**src/assert_macros.svh**
```systemverilog
// assertion macros used by ccd_core of the coin change dispenser
// needs a clock named clk and an active-low reset named arst_n in scope
`ifndef ASSERT_MACROS_SVH
`define ASSERT_MACROS_SVH

// property checked on every rising clock edge outside reset
`define ASSERT_CLK(lbl, prop, msg) \
	lbl: assert property (@(posedge clk) disable iff (!arst_n) (prop)) else $error(msg);

// condition that must never be seen on a clock edge
`define ASSERT_NEVER(lbl, cond, msg) \
	`ASSERT_CLK(lbl, !(cond), msg)

`endif

```
**src/ccd_pkg.sv**
```systemverilog
// shared types, constants and coin tables of the coin change dispenser
// used by ccd_core and coin_change_dispenser; no dependencies
package ccd_pkg;

	localparam int NUM_DENOMS  = 9;
	localparam int COUNT_WIDTH = 16;

	localparam int CMD_W       = 2;
	localparam int DENOM_W     = 4;
	localparam int CNT_W       = 16;
	localparam int PRICE_W     = 16;
	localparam int INS_W       = 7;
	localparam int RET_W       = 16;
	localparam int TOTAL_W     = 17;
	localparam int VALUE_W     = 9;
	localparam int RECIP_W     = 27;
	localparam int RECIP_SHIFT = 26;
	localparam int STATUS_W    = 2;

	localparam int IN_TDATA_W  = 40;
	localparam int OUT_TDATA_W = 168;

	localparam logic [INS_W-1:0] INSERT_MAX = INS_W'(99);
	localparam logic [RET_W-1:0] RET_MAX    = {RET_W{1'b1}};

	// command codes on s_tuser
	localparam logic [CMD_W-1:0] CMD_LOAD   = 2'd0;
	localparam logic [CMD_W-1:0] CMD_INSERT = 2'd1;
	localparam logic [CMD_W-1:0] CMD_PAY    = 2'd2;

	// result status codes
	localparam logic [STATUS_W-1:0] STAT_EXACT  = 2'd0;
	localparam logic [STATUS_W-1:0] STAT_SHORT  = 2'd1;
	localparam logic [STATUS_W-1:0] STAT_INSUFF = 2'd2;

	typedef enum logic [2:0] {
		ST_IDLE,
		ST_SUM,
		ST_CMP,
		ST_RD,
		ST_QEST,
		ST_NSEL,
		ST_UPD,
		ST_DONE
	} state_t;

	// memory access request from the core, same address for both stores
	typedef struct packed {
		logic               rd_en;
		logic               inv_we;
		logic               ins_we;
		logic [DENOM_W-1:0] addr;
	} mem_ctl_t;

	typedef struct packed {
		logic [TOTAL_W-1:0]                unreturned;
		logic [NUM_DENOMS-1:0][RET_W-1:0] ret;
		logic [STATUS_W-1:0]               status;
	} result_t;

	// coin value in grosze
	function automatic logic [VALUE_W-1:0] coin_value(input logic [DENOM_W-1:0] idx);
		logic [VALUE_W-1:0] v;
		case (idx)
			4'd0:    v = 9'd1;
			4'd1:    v = 9'd2;
			4'd2:    v = 9'd5;
			4'd3:    v = 9'd10;
			4'd4:    v = 9'd20;
			4'd5:    v = 9'd50;
			4'd6:    v = 9'd100;
			4'd7:    v = 9'd200;
			4'd8:    v = 9'd500;
			default: v = 9'd0;
		endcase
		return v;
	endfunction

	// floor(2^26 / value), quotient estimate is exact or one low
	function automatic logic [RECIP_W-1:0] coin_recip(input logic [DENOM_W-1:0] idx);
		logic [RECIP_W-1:0] r;
		case (idx)
			4'd0:    r = 27'd67108864;
			4'd1:    r = 27'd33554432;
			4'd2:    r = 27'd13421772;
			4'd3:    r = 27'd6710886;
			4'd4:    r = 27'd3355443;
			4'd5:    r = 27'd1342177;
			4'd6:    r = 27'd671088;
			4'd7:    r = 27'd335544;
			4'd8:    r = 27'd134217;
			default: r = 27'd0;
		endcase
		return r;
	endfunction

endpackage

```
**src/ccd_ram.sv**
```systemverilog
// generic single-port-write, single-port-read ram with registered read data
// no dependencies
module ccd_ram #(
	parameter int DATA_W = 16,
	parameter int DEPTH  = 9
) (
	input  logic                     clk,
	input  logic                     we,
	input  logic [$clog2(DEPTH)-1:0] waddr,
	input  logic [DATA_W-1:0]        wdata,
	input  logic                     re,
	input  logic [$clog2(DEPTH)-1:0] raddr,
	output logic [DATA_W-1:0]        rdata
);

	logic [DATA_W-1:0] mem_q [DEPTH];

	always_ff @(posedge clk) begin
		if (we) begin
			mem_q[waddr] <= wdata;
		end
		if (re) begin
			rdata <= mem_q[raddr];
		end
	end

endmodule

```
**src/ccd_core.sv**
```systemverilog
// command sequencer and payout datapath of the coin change dispenser
// depends on ccd_pkg and assert_macros.svh; stock and inserted counts live in rams outside
`include "assert_macros.svh"

module ccd_core #(
	parameter int COUNT_WIDTH = ccd_pkg::COUNT_WIDTH
) (
	input  logic                            clk,
	input  logic                            arst_n,
	input  logic                            in_valid,
	output logic                            in_ready,
	input  logic [ccd_pkg::CMD_W-1:0]       command,
	input  logic [ccd_pkg::DENOM_W-1:0]     denomination,
	input  logic [ccd_pkg::CNT_W-1:0]       coin_count,
	input  logic [ccd_pkg::PRICE_W-1:0]     price,
	output ccd_pkg::mem_ctl_t               mem_ctl,
	output logic [COUNT_WIDTH-1:0]          inv_wdata,
	input  logic [COUNT_WIDTH-1:0]          inv_rdata,
	output logic [ccd_pkg::INS_W-1:0]       ins_wdata,
	input  logic [ccd_pkg::INS_W-1:0]       ins_rdata,
	output logic                            res_valid,
	input  logic                            res_ready,
	output ccd_pkg::result_t                res
);

	localparam int TW     = ccd_pkg::TOTAL_W;
	localparam int SW     = (COUNT_WIDTH > TW) ? COUNT_WIDTH : TW;
	localparam int PROD_W = TW + ccd_pkg::RECIP_W;
	localparam int QV_W   = TW + ccd_pkg::VALUE_W;
	localparam int ND     = ccd_pkg::NUM_DENOMS;
	localparam int DW     = ccd_pkg::DENOM_W;
	localparam int RW     = ccd_pkg::RET_W;

	ccd_pkg::state_t state_q, state_d;

	logic [DW-1:0]                 idx_q;
	logic [TW-1:0]                 total_q;
	logic [TW-1:0]                 change_q;
	logic [ccd_pkg::PRICE_W-1:0]   price_q;
	logic [PROD_W-1:0]             prod_q;
	logic [TW-1:0]                 qest_q;
	logic [TW-1:0]                 qv_q;
	logic [COUNT_WIDTH-1:0]        stock_q;
	logic [RW-1:0]                 n_q;
	logic [ND-1:0][RW-1:0]         ret_q;
	logic                          short_q;
	logic [ND-1:0]                 inv_vld_q;
	logic [ND-1:0]                 ins_vld_q;
	logic                          inv_ok_s1;
	logic                          ins_ok_s1;
	logic                          acc_en_s1;
	logic [DW-1:0]                 sidx_s1;

	logic                          den_ok;
	logic [ccd_pkg::VALUE_W-1:0]   cur_value;
	logic [COUNT_WIDTH-1:0]        inv_rd;
	logic [ccd_pkg::INS_W-1:0]     ins_rd;
	logic [RW-1:0]                 sum_term;
	logic [SW-1:0]                 cmax_w;
	logic [SW:0]                   stock_sum;
	logic [COUNT_WIDTH-1:0]        stock_sat;
	logic [TW-1:0]                 qest;
	logic [QV_W-1:0]               qv_full;
	logic [TW-1:0]                 rem_w;
	logic [TW-1:0]                 q_fix;
	logic [SW-1:0]                 q_w;
	logic [SW-1:0]                 stock_w;
	logic [SW-1:0]                 n_w;
	logic [QV_W-1:0]               nv_full;
	logic [COUNT_WIDTH-1:0]        load_sat;
	logic [COUNT_WIDTH-1:0]        upd_data;

	assign den_ok    = denomination < DW'(ND);
	assign cur_value = ccd_pkg::coin_value(idx_q);

	// never-written entries read as zero
	assign inv_rd = inv_ok_s1 ? inv_rdata : '0;
	assign ins_rd = ins_ok_s1 ? ins_rdata : '0;

	assign sum_term = RW'(ins_rd) * RW'(ccd_pkg::coin_value(sidx_s1));

	assign cmax_w    = SW'({COUNT_WIDTH{1'b1}});
	assign stock_sum = (SW+1)'(inv_rd) + (SW+1)'(ins_rd);
	assign stock_sat = (stock_sum > (SW+1)'(cmax_w)) ? {COUNT_WIDTH{1'b1}}
		: stock_sum[COUNT_WIDTH-1:0];

	// reciprocal estimate of change / value, at most one low
	assign qest    = prod_q[ccd_pkg::RECIP_SHIFT +: TW];
	assign qv_full = QV_W'(qest) * QV_W'(cur_value);
	assign rem_w   = change_q - qv_q;
	assign q_fix   = qest_q + TW'(rem_w >= TW'(cur_value));

	always_comb begin
		q_w     = SW'(q_fix);
		stock_w = SW'(stock_q);
		n_w     = (q_w < stock_w) ? q_w : stock_w;
		if (n_w > SW'(ccd_pkg::RET_MAX)) begin
			n_w = SW'(ccd_pkg::RET_MAX);
		end
	end

	assign nv_full  = QV_W'(n_q) * QV_W'(cur_value);
	assign load_sat = (SW'(coin_count) > cmax_w) ? {COUNT_WIDTH{1'b1}} : COUNT_WIDTH'(coin_count);
	assign upd_data = stock_q - COUNT_WIDTH'(n_q);

	assign ins_wdata = (coin_count > ccd_pkg::CNT_W'(ccd_pkg::INSERT_MAX)) ? ccd_pkg::INSERT_MAX
		: coin_count[ccd_pkg::INS_W-1:0];
	assign inv_wdata = (state_q == ccd_pkg::ST_UPD) ? upd_data : load_sat;

	always_ff @(posedge clk or negedge arst_n) begin
		if (!arst_n) begin
			state_q <= ccd_pkg::ST_IDLE;
		end else begin
			state_q <= state_d;
		end
	end

	always_comb begin
		state_d   = state_q;
		mem_ctl   = '0;
		in_ready  = 1'b0;
		res_valid = 1'b0;
		case (state_q)
			ccd_pkg::ST_IDLE: begin
				in_ready     = 1'b1;
				mem_ctl.addr = denomination;
				if (in_valid) begin
					case (command)
						ccd_pkg::CMD_LOAD:   mem_ctl.inv_we = den_ok;
						ccd_pkg::CMD_INSERT: mem_ctl.ins_we = den_ok;
						ccd_pkg::CMD_PAY:    state_d = ccd_pkg::ST_SUM;
						default:             state_d = ccd_pkg::ST_IDLE;
					endcase
				end
			end
			ccd_pkg::ST_SUM: begin
				mem_ctl.addr  = idx_q;
				mem_ctl.rd_en = idx_q < DW'(ND);
				if (idx_q == DW'(ND)) begin
					state_d = ccd_pkg::ST_CMP;
				end
			end
			ccd_pkg::ST_CMP: begin
				state_d = (total_q < TW'(price_q)) ? ccd_pkg::ST_DONE : ccd_pkg::ST_RD;
			end
			ccd_pkg::ST_RD: begin
				mem_ctl.addr  = idx_q;
				mem_ctl.rd_en = 1'b1;
				state_d       = ccd_pkg::ST_QEST;
			end
			ccd_pkg::ST_QEST: begin
				state_d = ccd_pkg::ST_NSEL;
			end
			ccd_pkg::ST_NSEL: begin
				state_d = ccd_pkg::ST_UPD;
			end
			ccd_pkg::ST_UPD: begin
				mem_ctl.addr   = idx_q;
				mem_ctl.inv_we = 1'b1;
				state_d        = (idx_q == '0) ? ccd_pkg::ST_DONE : ccd_pkg::ST_RD;
			end
			ccd_pkg::ST_DONE: begin
				res_valid = 1'b1;
				if (res_ready) begin
					state_d = ccd_pkg::ST_IDLE;
				end
			end
			default: state_d = ccd_pkg::ST_IDLE;
		endcase
	end

	// control registers
	always_ff @(posedge clk or negedge arst_n) begin
		if (!arst_n) begin
			idx_q     <= '0;
			short_q   <= 1'b0;
			inv_vld_q <= '0;
			ins_vld_q <= '0;
			inv_ok_s1 <= 1'b0;
			ins_ok_s1 <= 1'b0;
			acc_en_s1 <= 1'b0;
			sidx_s1   <= '0;
		end else begin
			acc_en_s1 <= (state_q == ccd_pkg::ST_SUM) && (idx_q < DW'(ND));
			sidx_s1   <= idx_q;
			if (mem_ctl.rd_en) begin
				inv_ok_s1 <= inv_vld_q[mem_ctl.addr];
				ins_ok_s1 <= ins_vld_q[mem_ctl.addr];
			end
			if (mem_ctl.inv_we) begin
				inv_vld_q[mem_ctl.addr] <= 1'b1;
			end
			if (mem_ctl.ins_we) begin
				ins_vld_q[mem_ctl.addr] <= 1'b1;
			end
			case (state_q)
				ccd_pkg::ST_IDLE: begin
					idx_q <= '0;
				end
				ccd_pkg::ST_SUM: begin
					idx_q <= idx_q + DW'(1);
				end
				ccd_pkg::ST_CMP: begin
					idx_q   <= DW'(ND - 1);
					short_q <= total_q < TW'(price_q);
				end
				ccd_pkg::ST_UPD: begin
					if (idx_q == '0) begin
						ins_vld_q <= '0;
					end else begin
						idx_q <= idx_q - DW'(1);
					end
				end
				default: idx_q <= idx_q;
			endcase
		end
	end

	// datapath registers
	always_ff @(posedge clk) begin
		case (state_q)
			ccd_pkg::ST_IDLE: begin
				total_q <= '0;
				price_q <= price;
			end
			ccd_pkg::ST_SUM: begin
				if (acc_en_s1) begin
					total_q <= total_q + TW'(sum_term);
				end
			end
			ccd_pkg::ST_CMP: begin
				change_q <= total_q - TW'(price_q);
			end
			ccd_pkg::ST_RD: begin
				prod_q <= PROD_W'(change_q) * PROD_W'(ccd_pkg::coin_recip(idx_q));
			end
			ccd_pkg::ST_QEST: begin
				qest_q  <= qest;
				qv_q    <= qv_full[TW-1:0];
				stock_q <= stock_sat;
			end
			ccd_pkg::ST_NSEL: begin
				n_q <= n_w[RW-1:0];
			end
			ccd_pkg::ST_UPD: begin
				change_q     <= change_q - nv_full[TW-1:0];
				ret_q[idx_q] <= n_q;
			end
			default: total_q <= total_q;
		endcase
	end

	always_comb begin
		if (short_q) begin
			res.status     = ccd_pkg::STAT_INSUFF;
			res.ret        = '0;
			res.unreturned = '0;
		end else begin
			res.status     = (change_q == '0) ? ccd_pkg::STAT_EXACT : ccd_pkg::STAT_SHORT;
			res.ret        = ret_q;
			res.unreturned = change_q;
		end
	end

	`ASSERT_CLK(a_ins_cleared,
		(state_q == ccd_pkg::ST_UPD && idx_q == '0) |=> (ins_vld_q == '0),
		"inserted counts not cleared after pay")
	`ASSERT_CLK(a_n_le_stock,
		(state_q == ccd_pkg::ST_UPD) |-> (SW'(n_q) <= SW'(stock_q)),
		"payout exceeds stock")
	`ASSERT_CLK(a_change_falls,
		(state_q == ccd_pkg::ST_UPD) |=> (change_q <= $past(change_q)),
		"change grew during payout")
	`ASSERT_CLK(a_quot_est,
		(state_q == ccd_pkg::ST_NSEL) |-> (rem_w < (TW'(cur_value) << 1)),
		"quotient estimate off by more than one")
	`ASSERT_NEVER(a_short_total,
		state_q == ccd_pkg::ST_DONE && short_q && total_q >= TW'(price_q),
		"insufficient flagged on covered price")

endmodule

```
**src/coin_change_dispenser.sv**
```systemverilog
// top level of the coin change dispenser: stream ports, count rams, core, output register
// depends on ccd_pkg, ccd_ram and ccd_core
//
// Keeps stock and inserted coin counts for nine denominations (1 gr up to 5 zl) in two small
// rams. s_tuser carries the command: load stock count, set inserted count or pay. Load and
// insert give no word on the master side; a denomination above 8 or command 3 is dropped.
// A pay reads the inserted counts one per cycle to form the total, then walks the coins
// from 5 zl down with, per denomination: stock read, reciprocal multiply, quotient
// correction and stock limit, write back. A pay that is short of the price skips the walk;
// the next word is taken once the result sits in the output register, which holds it until
// the master side takes it. Stock counts saturate at 2^COUNT_WIDTH-1.
module coin_change_dispenser #(
	parameter int COUNT_WIDTH = ccd_pkg::COUNT_WIDTH
) (
	input  logic                               clk,
	input  logic                               arst_n,
	input  logic                               s_tvalid,
	output logic                               s_tready,
	// denomination[3:0], coin_count[19:4], price[35:20], zero fill
	input  logic [ccd_pkg::IN_TDATA_W-1:0]     s_tdata,
	// command[1:0]
	input  logic [ccd_pkg::CMD_W-1:0]          s_tuser,
	output logic                               m_tvalid,
	input  logic                               m_tready,
	// status[1:0], ret_1gr .. ret_5zl 16 bits each from bit 2, unreturned[162:146], zero fill
	output logic [ccd_pkg::OUT_TDATA_W-1:0]    m_tdata
);

	localparam int RES_W = $bits(ccd_pkg::result_t);

	ccd_pkg::mem_ctl_t                 mem_ctl;
	ccd_pkg::result_t                  res;
	logic [COUNT_WIDTH-1:0]            inv_wdata;
	logic [COUNT_WIDTH-1:0]            inv_rdata;
	logic [ccd_pkg::INS_W-1:0]         ins_wdata;
	logic [ccd_pkg::INS_W-1:0]         ins_rdata;
	logic                              res_valid;
	logic                              res_ready;
	logic                              m_tvalid_q;
	logic [ccd_pkg::OUT_TDATA_W-1:0]   m_tdata_q;

	ccd_core #(
		.COUNT_WIDTH(COUNT_WIDTH)
	) u_core (
		.clk          (clk),
		.arst_n       (arst_n),
		.in_valid     (s_tvalid),
		.in_ready     (s_tready),
		.command      (s_tuser),
		.denomination (s_tdata[3:0]),
		.coin_count   (s_tdata[19:4]),
		.price        (s_tdata[35:20]),
		.mem_ctl      (mem_ctl),
		.inv_wdata    (inv_wdata),
		.inv_rdata    (inv_rdata),
		.ins_wdata    (ins_wdata),
		.ins_rdata    (ins_rdata),
		.res_valid    (res_valid),
		.res_ready    (res_ready),
		.res          (res)
	);

	ccd_ram #(
		.DATA_W(COUNT_WIDTH),
		.DEPTH (ccd_pkg::NUM_DENOMS)
	) u_inv_ram (
		.clk   (clk),
		.we    (mem_ctl.inv_we),
		.waddr (mem_ctl.addr),
		.wdata (inv_wdata),
		.re    (mem_ctl.rd_en),
		.raddr (mem_ctl.addr),
		.rdata (inv_rdata)
	);

	ccd_ram #(
		.DATA_W(ccd_pkg::INS_W),
		.DEPTH (ccd_pkg::NUM_DENOMS)
	) u_ins_ram (
		.clk   (clk),
		.we    (mem_ctl.ins_we),
		.waddr (mem_ctl.addr),
		.wdata (ins_wdata),
		.re    (mem_ctl.rd_en),
		.raddr (mem_ctl.addr),
		.rdata (ins_rdata)
	);

	// output word register, refilled as it drains
	assign res_ready = !m_tvalid_q || m_tready;

	always_ff @(posedge clk or negedge arst_n) begin
		if (!arst_n) begin
			m_tvalid_q <= 1'b0;
		end else if (res_ready) begin
			m_tvalid_q <= res_valid;
		end
	end

	always_ff @(posedge clk) begin
		if (res_valid && res_ready) begin
			m_tdata_q <= ccd_pkg::OUT_TDATA_W'(RES_W'(res));
		end
	end

	assign m_tvalid = m_tvalid_q;
	assign m_tdata  = m_tdata_q;

endmodule

```
**config.mk**
```make
export PLATFORM = sky130hd
export DESIGN_NAME = coin_change_dispenser
export DESIGN_NICKNAME = d
export VERILOG_FILES = /design/src/ccd_pkg.sv /design/src/ccd_ram.sv /design/src/ccd_core.sv /design/src/coin_change_dispenser.sv
export VERILOG_INCLUDE_DIRS = /design/src /design/src/src
export SDC_FILE = /design/constraint.sdc
export NUM_CORES = 2
export LEC_CHECK = 0
export ABC_AREA = 1
export BUFFER_PORTS_ARGS = -buffer_cell sky130_fd_sc_hd__clkbuf_2
export CORE_MARGIN = 1.5
export CORE_UTILIZATION = 40
export CTS_CLUSTER_DIAMETER = 120
export DETAILED_ROUTE_END_ITERATION = 8
export SYNTH_ARGS = -nofsm -noshare
export SYNTH_HDL_FRONTEND = slang
export SYNTH_HIERARCHICAL = 1
export SYNTH_SLANG_ARGS = --single-unit
```
**constraint.sdc**
```tcl
create_clock -name clk -period 8.75 [get_ports clk]
set_input_delay 0.4375 -clock clk [delete_from_list [all_inputs] [get_ports clk]]
set_output_delay 0.4375 -clock clk [all_outputs]
set_load 0.02 [all_outputs]
```
Word level (Yosys, flattened, before mapping). Memory sizes are Yosys's and may differ from the RTL's. A register that Yosys moved wholly into a read port is not among the register bits. Cells that the tools add are included.

Memory bits (writable): 207. Memories kept: 5. Bits of input ports: 46. Flip-flop bits (word level): 500. Memory bits (read-only): 704.

Memory list: (no name shown) (depth 16, width 26, rd ports 1, clocked after memory_dff 0, wr ports 0, line ccd_pkg.sv:82) `case (idx)`; (no name shown) (depth 16, width 9, rd ports 1, clocked after memory_dff 0, wr ports 0, line ccd_pkg.sv:64) `case (idx)`; (no name shown) (depth 16, width 9, rd ports 1, clocked after memory_dff 0, wr ports 0, line ccd_pkg.sv:64); u_inv_ram.mem_q (depth 9, width 16, rd ports 1, clocked after memory_dff 1, wr ports 1, line ccd_ram.sv:16) `logic [DATA_W-1:0] mem_q [DEPTH];`; u_ins_ram.mem_q (depth 9, width 7, rd ports 1, clocked after memory_dff 1, wr ports 1, line ccd_ram.sv:16).

Eq/ne operators: 16. Reduce and logical (&&, ||, !) cells: 18. Magnitude comparators: 13. Multipliers: 4. Bitwise operators: 2. Multiplexer cells: 45. Add/subtract/negate cells: 9.

Operators with widths (count): $bwmux 144 (1); $pmux 17 s2 (2); $demux 16 s4 (1); $mux 16 (4); $mul 17x27->43 (1); $lt 17x16->1 (2); $mux 17 (2); $sub 17x17->17 (2); $mux 27 (1); $mux 9 (3); $pmux 3 s8 (1); $gt 18x16->1 const B (1); $or 9x9->9 (2); $add 16x7->17 (1); $add 17x1->17 (1); $add 17x16->17 (1); $ge 17x9->1 (1); $gt 17x16->1 const B (1); $logic_not 17->1 (1); $mul 16x9->17 (1); $mul 17x9->17 (1); $sub 17x16->17 (1); $gt 16x16->1 const B (1); $gt 16x7->1 const B (1); 38 further kinds (73).

Depth between registers and ports, before layout.
Depth after elaboration: 11. Mapped depth: 41.

Hierarchy. Netlist, hierarchy kept.

Modules (own cells, without submodules): ccd_core (area an instance 39664.3 um^2, seq. area each 9143.8 um^2, cells an instance 4739, times used 1); ccd_ram at u_inv_ram (area an instance 6625.1 um^2, seq. area each 4804.6 um^2, cells an instance 594, times used 1); coin_change_dispenser (area an instance 4981.0 um^2, seq. area each 4919.7 um^2, cells an instance 175, times used 1); ccd_ram at u_ins_ram (area an instance 2969.1 um^2, seq. area each 2102.0 um^2, cells an instance 271, times used 1).

Worst setup path after synthesis. No wires, ideal clock.

Kind: register to register. From: register u_core.state_q[1]. To: register m_tdata_q (netlist bit m_tdata[0]) (enable). Period minus slack after synthesis: 9346 ps. Slack: -596 ps. Setup time: 740 ps. Arrival: 8606 ps. Path buffers: 0. Cell stages (with the launch flop): 6. Cell sequence: dfrtp_1 -> ha_1 -> nand2_1 -> inv_1 -> inv_1 -> a21oi_1.

Longest elaborated chain between the ends: 3.

RTL lines: start, declared (line ccd_core.sv:34) `ccd_pkg::state_t state_q, state_d;`; start signal, assigned (line ccd_core.sv:112) `state_q <= ccd_pkg::ST_IDLE;`; start signal, assigned (line ccd_core.sv:114) `state_q <= state_d;`; $eq 3x3->1 (line ccd_core.sv:123) `case (state_q)`; $mux 1 (line ccd_core.sv:123); named net res_valid (line coin_change_dispenser.sv:37) `logic res_valid;`; $logic_and 1x1->1 (line coin_change_dispenser.sv:101) `if (res_valid && res_ready) begin`; end signal, assigned (line coin_change_dispenser.sv:102) `m_tdata_q <= ccd_pkg::OUT_TDATA_W'(RES_W'(res));`; end, declared (line coin_change_dispenser.sv:40) `logic [ccd_pkg::OUT_TDATA_W-1:0] m_tdata_q;`.

The timed path passes the listed nets, and every way through them passes these cells. A chain may end at the register's enable or synchronous reset.

Worst setup path after layout.
From: register u_core.idx_q[1]. To: register u_core.prod_q[34], data pin.

Longest elaborated chain between the ends: 3.

RTL lines: start, declared (line ccd_core.sv:36) `logic [DW-1:0] idx_q;`; start signal, assigned (line ccd_core.sv:201) `idx_q <= idx_q + DW'(1);`; start signal, assigned (line ccd_core.sv:204) `idx_q <= DW'(ND - 1);`; start signal, assigned (line ccd_core.sv:211) `idx_q <= idx_q - DW'(1);`; $mem_v2 16x26; $mux 27 (line ccd_core.sv:221) `case (state_q)`; $mul 17x27->43 (line ccd_core.sv:235) `prod_q <= PROD_W'(change_q) * PROD_W'(ccd_pkg::coin_recip(idx_q));`; end signal, assigned (line ccd_core.sv:235); end, declared (line ccd_core.sv:40) `logic [PROD_W-1:0] prod_q;`.

Every way passes these cells. The select of a mux whose other input is x is not followed.

==> flow_summary.html <==
<table>
<tr><th>Metric</th><th>Value</th></tr>
<tr><th colspan="2">Run status</th></tr>
<tr><td>Run status</td><td>complete, no violations</td></tr>
<tr><th colspan="2">Yosys</th></tr>
<tr><td>Flip-flop and latch count after synthesis</td><td>704</td></tr>
<tr><td>Number of synthesized flops with an enable pin</td><td>670</td></tr>
<tr><td>Top area cells in the synthesized netlist</td><td>sky130_fd_sc_hd__edfxtp_1 (37%), sky130_fd_sc_hd__fa_1 (21%), sky130_fd_sc_hd__inv_1 (8.9%)</td></tr>
<tr><td>Sequential cell area fraction in the yosys report</td><td>38.7%</td></tr>
<tr><td>Most used flip-flop cell after synthesis</td><td>sky130_fd_sc_hd__edfxtp_1</td></tr>
<tr><td>Area share of the leading cell type in the synthesized netlist</td><td>37.1%</td></tr>
<tr><td>Leading area contributor after synthesis</td><td>sky130_fd_sc_hd__edfxtp_1</td></tr>
<tr><td>Cell area after synthesis</td><td>54200 µm²</td></tr>
<tr><td>Fraction of registers with async set or reset after synthesis</td><td>4.83%</td></tr>
<tr><td>Synthesized instance count</td><td>5779</td></tr>
<tr><td>Number of distinct library cells after synthesis</td><td>64</td></tr>
<tr><td>Average footprint of a synthesized cell</td><td>9.39 µm²</td></tr>
<tr><td>Synth Warn #</td><td>6</td></tr>
<tr><th colspan="2">Clocking</th></tr>
<tr><td>Number of buffers inserted during clock tree synthesis</td><td>80</td></tr>
<tr><td>Register clock-pin slew on the reported worst setup and hold paths</td><td>60 ps</td></tr>
<tr><td>Clock tree from TritonCTS</td><td>yes</td></tr>
<tr><td>Root buffer selected by CTS</td><td>sky130_fd_sc_hd__clkbuf_16</td></tr>
<tr><td>Insertion delay of the later-clocked pin in the worst-skew pair</td><td>710 ps</td></tr>
<tr><td>Post-CTS setup buffers</td><td>0</td></tr>
<tr><td>Deepest clock path buffer count</td><td>3</td></tr>
<tr><td>Clock Sinks</td><td>704</td></tr>
<tr><td>H-tree levels</td><td>3</td></tr>
<tr><th colspan="2">Timing</th></tr>
<tr><td>Actual transition at the worst max-transition pin</td><td>1240 ps</td></tr>
<tr><td>Final setup skew</td><td>45.9 ps</td></tr>
<tr><td>Post-route setup TNS</td><td>0 ps</td></tr>
<tr><td>Rel. slew slack</td><td>17.3%</td></tr>
<tr><td>Hold violation total from the final report</td><td>0</td></tr>
<tr><td>Maximum clock rate</td><td>126 MHz</td></tr>
<tr><td>Final critical-path setup slack</td><td>832 ps</td></tr>
<tr><td>Slew Viols, Final</td><td>0</td></tr>
<tr><td>Endpoints failing setup</td><td>0</td></tr>
<tr><td>Share of the cycle needed by the critical path after routing</td><td>90.5%</td></tr>
<tr><td>Shortest period the worst path allows</td><td>7920 ps</td></tr>
<tr><td>Unrepaired setup endpoints after global routing</td><td>no</td></tr>
<tr><th colspan="2">Layout</th></tr>
<tr><td>Most frequent standard cell in the layout excluding fill and tap cells</td><td>sky130_fd_sc_hd__inv_1</td></tr>
<tr><td>Cell Count, Final, Fillers Out</td><td>7853</td></tr>
<tr><td>Commonest cells after routing, fill and taps aside</td><td>sky130_fd_sc_hd__inv_1 (1282), sky130_fd_sc_hd__nand2_1 (1138), sky130_fd_sc_hd__nor2_1 (674)</td></tr>
<tr><td>Fraction of layout instances using a drive strength above 1</td><td>7.93%</td></tr>
<tr><td>Number of nets in the finished design</td><td>6950</td></tr>
<tr><td>Area growth from synthesis to layout</td><td>11.0%</td></tr>
<tr><th colspan="2">Worst setup path</th></tr>
<tr><td>Arrival time reported for the critical path endpoint</td><td>8370 ps</td></tr>
<tr><td>Startpoint type of the worst setup path</td><td>register</td></tr>
<tr><td>Slowest stage cell, crit path</td><td>sky130_fd_sc_hd__dfrtp_1</td></tr>
<tr><td>Maximum fanout encountered on the critical timing path</td><td>10</td></tr>
<tr><td>Cell repeated most along the worst path</td><td>sky130_fd_sc_hd__nand2_1</td></tr>
<tr><td>Delay of the slowest cell on the worst path</td><td>680 ps</td></tr>
<tr><td>Crit path kind</td><td>reg -&gt; reg</td></tr>
<tr><td>Critical path required time</td><td>9200 ps</td></tr>
<tr><td>Endpoint kind of the worst setup timing path</td><td>register</td></tr>
<tr><th colspan="2">Job</th></tr>
<tr><td>Max-cap check violation count</td><td>0</td></tr>
<tr><th colspan="2">Placement</th></tr>
<tr><td>Port bufs</td><td>206</td></tr>
<tr><td>Pre-CTS worst setup slack</td><td>973 ps</td></tr>
<tr><td>Routability-driven placement congestion ratio</td><td>0.992</td></tr>
<tr><td>Post-DP HPWL</td><td>121000 µm</td></tr>
<tr><td>Number of cells after detailed placement</td><td>7691</td></tr>
<tr><th colspan="2">Detailed routing</th></tr>
<tr><td>Amount of wire on met3 after detailed routing</td><td>13400 µm</td></tr>
<tr><td>Post-detailed-route via-to-cell ratio</td><td>5.02</td></tr>
<tr><td>Count of nets left with antenna violations after detail routing</td><td>0</td></tr>
<tr><td>Violation count after the first detailed-route iteration</td><td>3229</td></tr>
<tr><td>Routed WL</td><td>158000 µm</td></tr>
<tr><td>Length of the first detailed-routing pass in iterations</td><td>6</td></tr>
<tr><td>Via count</td><td>39400</td></tr>
<tr><td>DRT met1 WL</td><td>67000 µm</td></tr>
<tr><td>Top Layer Used</td><td>met5</td></tr>
<tr><td>Post-detailed-route DRC marker count</td><td>0</td></tr>
<tr><td>Total met2 wirelength after detailed routing</td><td>71700 µm</td></tr>
<tr><td>Routed wirelength normalized by instance count</td><td>20.2 µm</td></tr>
<tr><th colspan="2">Global routing</th></tr>
<tr><td>Largest net degree at the start of global routing</td><td>164</td></tr>
<tr><td>Global-route usage over all layers</td><td>23.4%</td></tr>
<tr><td>First-pass GRT wire length</td><td>241000 µm</td></tr>
<tr><td>GRT overflow</td><td>0</td></tr>
<tr><td>Vias in the first global route</td><td>39900</td></tr>
<tr><td>Number of antenna violations at the first check in global routing</td><td>3</td></tr>
<tr><th colspan="2">Floorplanning</th></tr>
<tr><td>Die Footprint</td><td>138000 µm²</td></tr>
<tr><td>Number of primary I/O pins</td><td>216</td></tr>
<tr><td>Horiz. Die Dim</td><td>371 µm</td></tr>
<tr><td>Initial Utilization</td><td>40.5%</td></tr>
<tr><td>DIE HEIGHT</td><td>371 µm</td></tr>
<tr><td>Site row count</td><td>134</td></tr>
<tr><td>Area inside the core boundary</td><td>134000 µm²</td></tr>
<tr><th colspan="2">Worst hold path</th></tr>
<tr><td>Class of the tightest hold or removal check</td><td>in -&gt; reg</td></tr>
</table>
[critical path, delay by kind of cell (launching register included)]
kind	cells	cell delay, ps
fa+ha+maj	8	4010
simple gates	11	1440
buf+inv	7	870
flops	1	680
xor+xnor	1	380
compound gates	2	290
[through the flow]
stage / hold slack [ps] / cell area [µm²] / utilization (%)
floorplan: 142 / 54300 / -
global placement: 441 / 57500 / 42.9
detailed placement: 444 / 57500 / 42.9
CTS: 2.55 / 60200 / 44.9
global route: 1.01 / 60200 / 44.9
finish: 41.5 / 60200 / 44.9
[sequential cells by signal (all words and copies together) (netlist names), 4 cells and up]
signal,cells
u_ins_ram/mem_q,63
u_core/qv_q,17
m_tdata,163
u_core/price_q,16
u_core/n_q,16
u_core/stock_q,16
u_ins_ram/rdata,7
u_core/change_q,17
u_core/qest_q,17
u_core/total_q,17
u_inv_ram/rdata,16
u_core/prod_q,17
u_core/idx_q,4
u_inv_ram/mem_q,144
u_core/sidx_s1,4
u_core/inv_vld_q,9
u_core/ins_vld_q,9
u_core/ret_q,144
[cell families (layout without fill, tap and decap cells)]
kind of cell | after synthesis | count (layout) | share of synthesized area (%)
xor gates and xnor gates | 96 | 96 | 1.59
DFF | 704 | 704 | 38.7
AOI/OAI and AO/OA | 432 | 432 | 4.50
buffers and inverters | 1462 | 1759 | 10.4
and+or+nand+nor | 2198 | 2198 | 16.5
adders and majority gates | 886 | 886 | 28.3
other | 1 | 10 | 0.00691
[repair_timing]
action                    CTS  global route
resized for setup           0             0
hold buffers               13             0
hold endpoints to repair   46             0
[per-layer routing]
| metal | vias to the layer above | track usage (%) |
|---|---|---|
| met2 | 1521 | 37.1 |
| met1 | 19200 | 31.5 |
| met5 | - | 0 |
| met4 | 2 | 8.24 |
| met3 | 297 | 5.18 |
| li1 | 18400 | - |
[final timing paths]
path	slack, ps	startpoint	end	cells after the start
worst max-delay path	830	u_core/idx_q[1]$_DFFE_PN0P_	u_core/prod_q[34]$_DFFE_PP_	29
worst min-delay path	40	s_tdata[34]	u_core/price_q[14]$_DFFE_PP_	1
worst max register to register	830	u_core/idx_q[1]$_DFFE_PN0P_	u_core/prod_q[34]$_DFFE_PP_	29
worst min register to register	470	u_core/inv_vld_q[0]$_DFFE_PN0P_	u_core/inv_vld_q[0]$_DFFE_PN0P_	2
max in group asynchronous	7580	arst_n	u_core/short_q$_DFFE_PN0P_	2
min in group asynchronous	470	arst_n	u_core/inv_vld_q[4]$_DFFE_PN0P_	2
[cell type report]
| cell class | count | area, µm² |
|---|---|---|
| tap | 1768 | 2210 |
| sequential | 704 | 21000 |
| timing repair buffer | 304 | 1810 |
| clock inverter | 52 | 532 |
| antenna | 5 | 12.5 |
| multi-input combinational | 3617 | 27700 |
| clock buffer | 92 | 2060 |
| inverter | 1311 | 4920 |
| fill | 12800 | 73800 |
[Yosys cell counts, types with 21 or more instances]
library cell and count:
sky130_fd_sc_hd__edfxtp_1 670, sky130_fd_sc_hd__o21ai_0 137, sky130_fd_sc_hd__a21oi_1 179, sky130_fd_sc_hd__xor2_1 68, sky130_fd_sc_hd__nand3_1 260, sky130_fd_sc_hd__inv_1 1283
sky130_fd_sc_hd__clkbuf_1 92, sky130_fd_sc_hd__dfrtp_1 34, sky130_fd_sc_hd__nor2_1 676, sky130_fd_sc_hd__nand2_1 1139, sky130_fd_sc_hd__nand4_1 32, sky130_fd_sc_hd__xnor2_1 25
sky130_fd_sc_hd__nor3_1 34, sky130_fd_sc_hd__fa_1 567, sky130_fd_sc_hd__buf_2 21, sky130_fd_sc_hd__ha_1 319
Power is left out: the tool's default activity adds up to more than one toggle a clock period on the data nets, which glitch-free logic cannot reach.
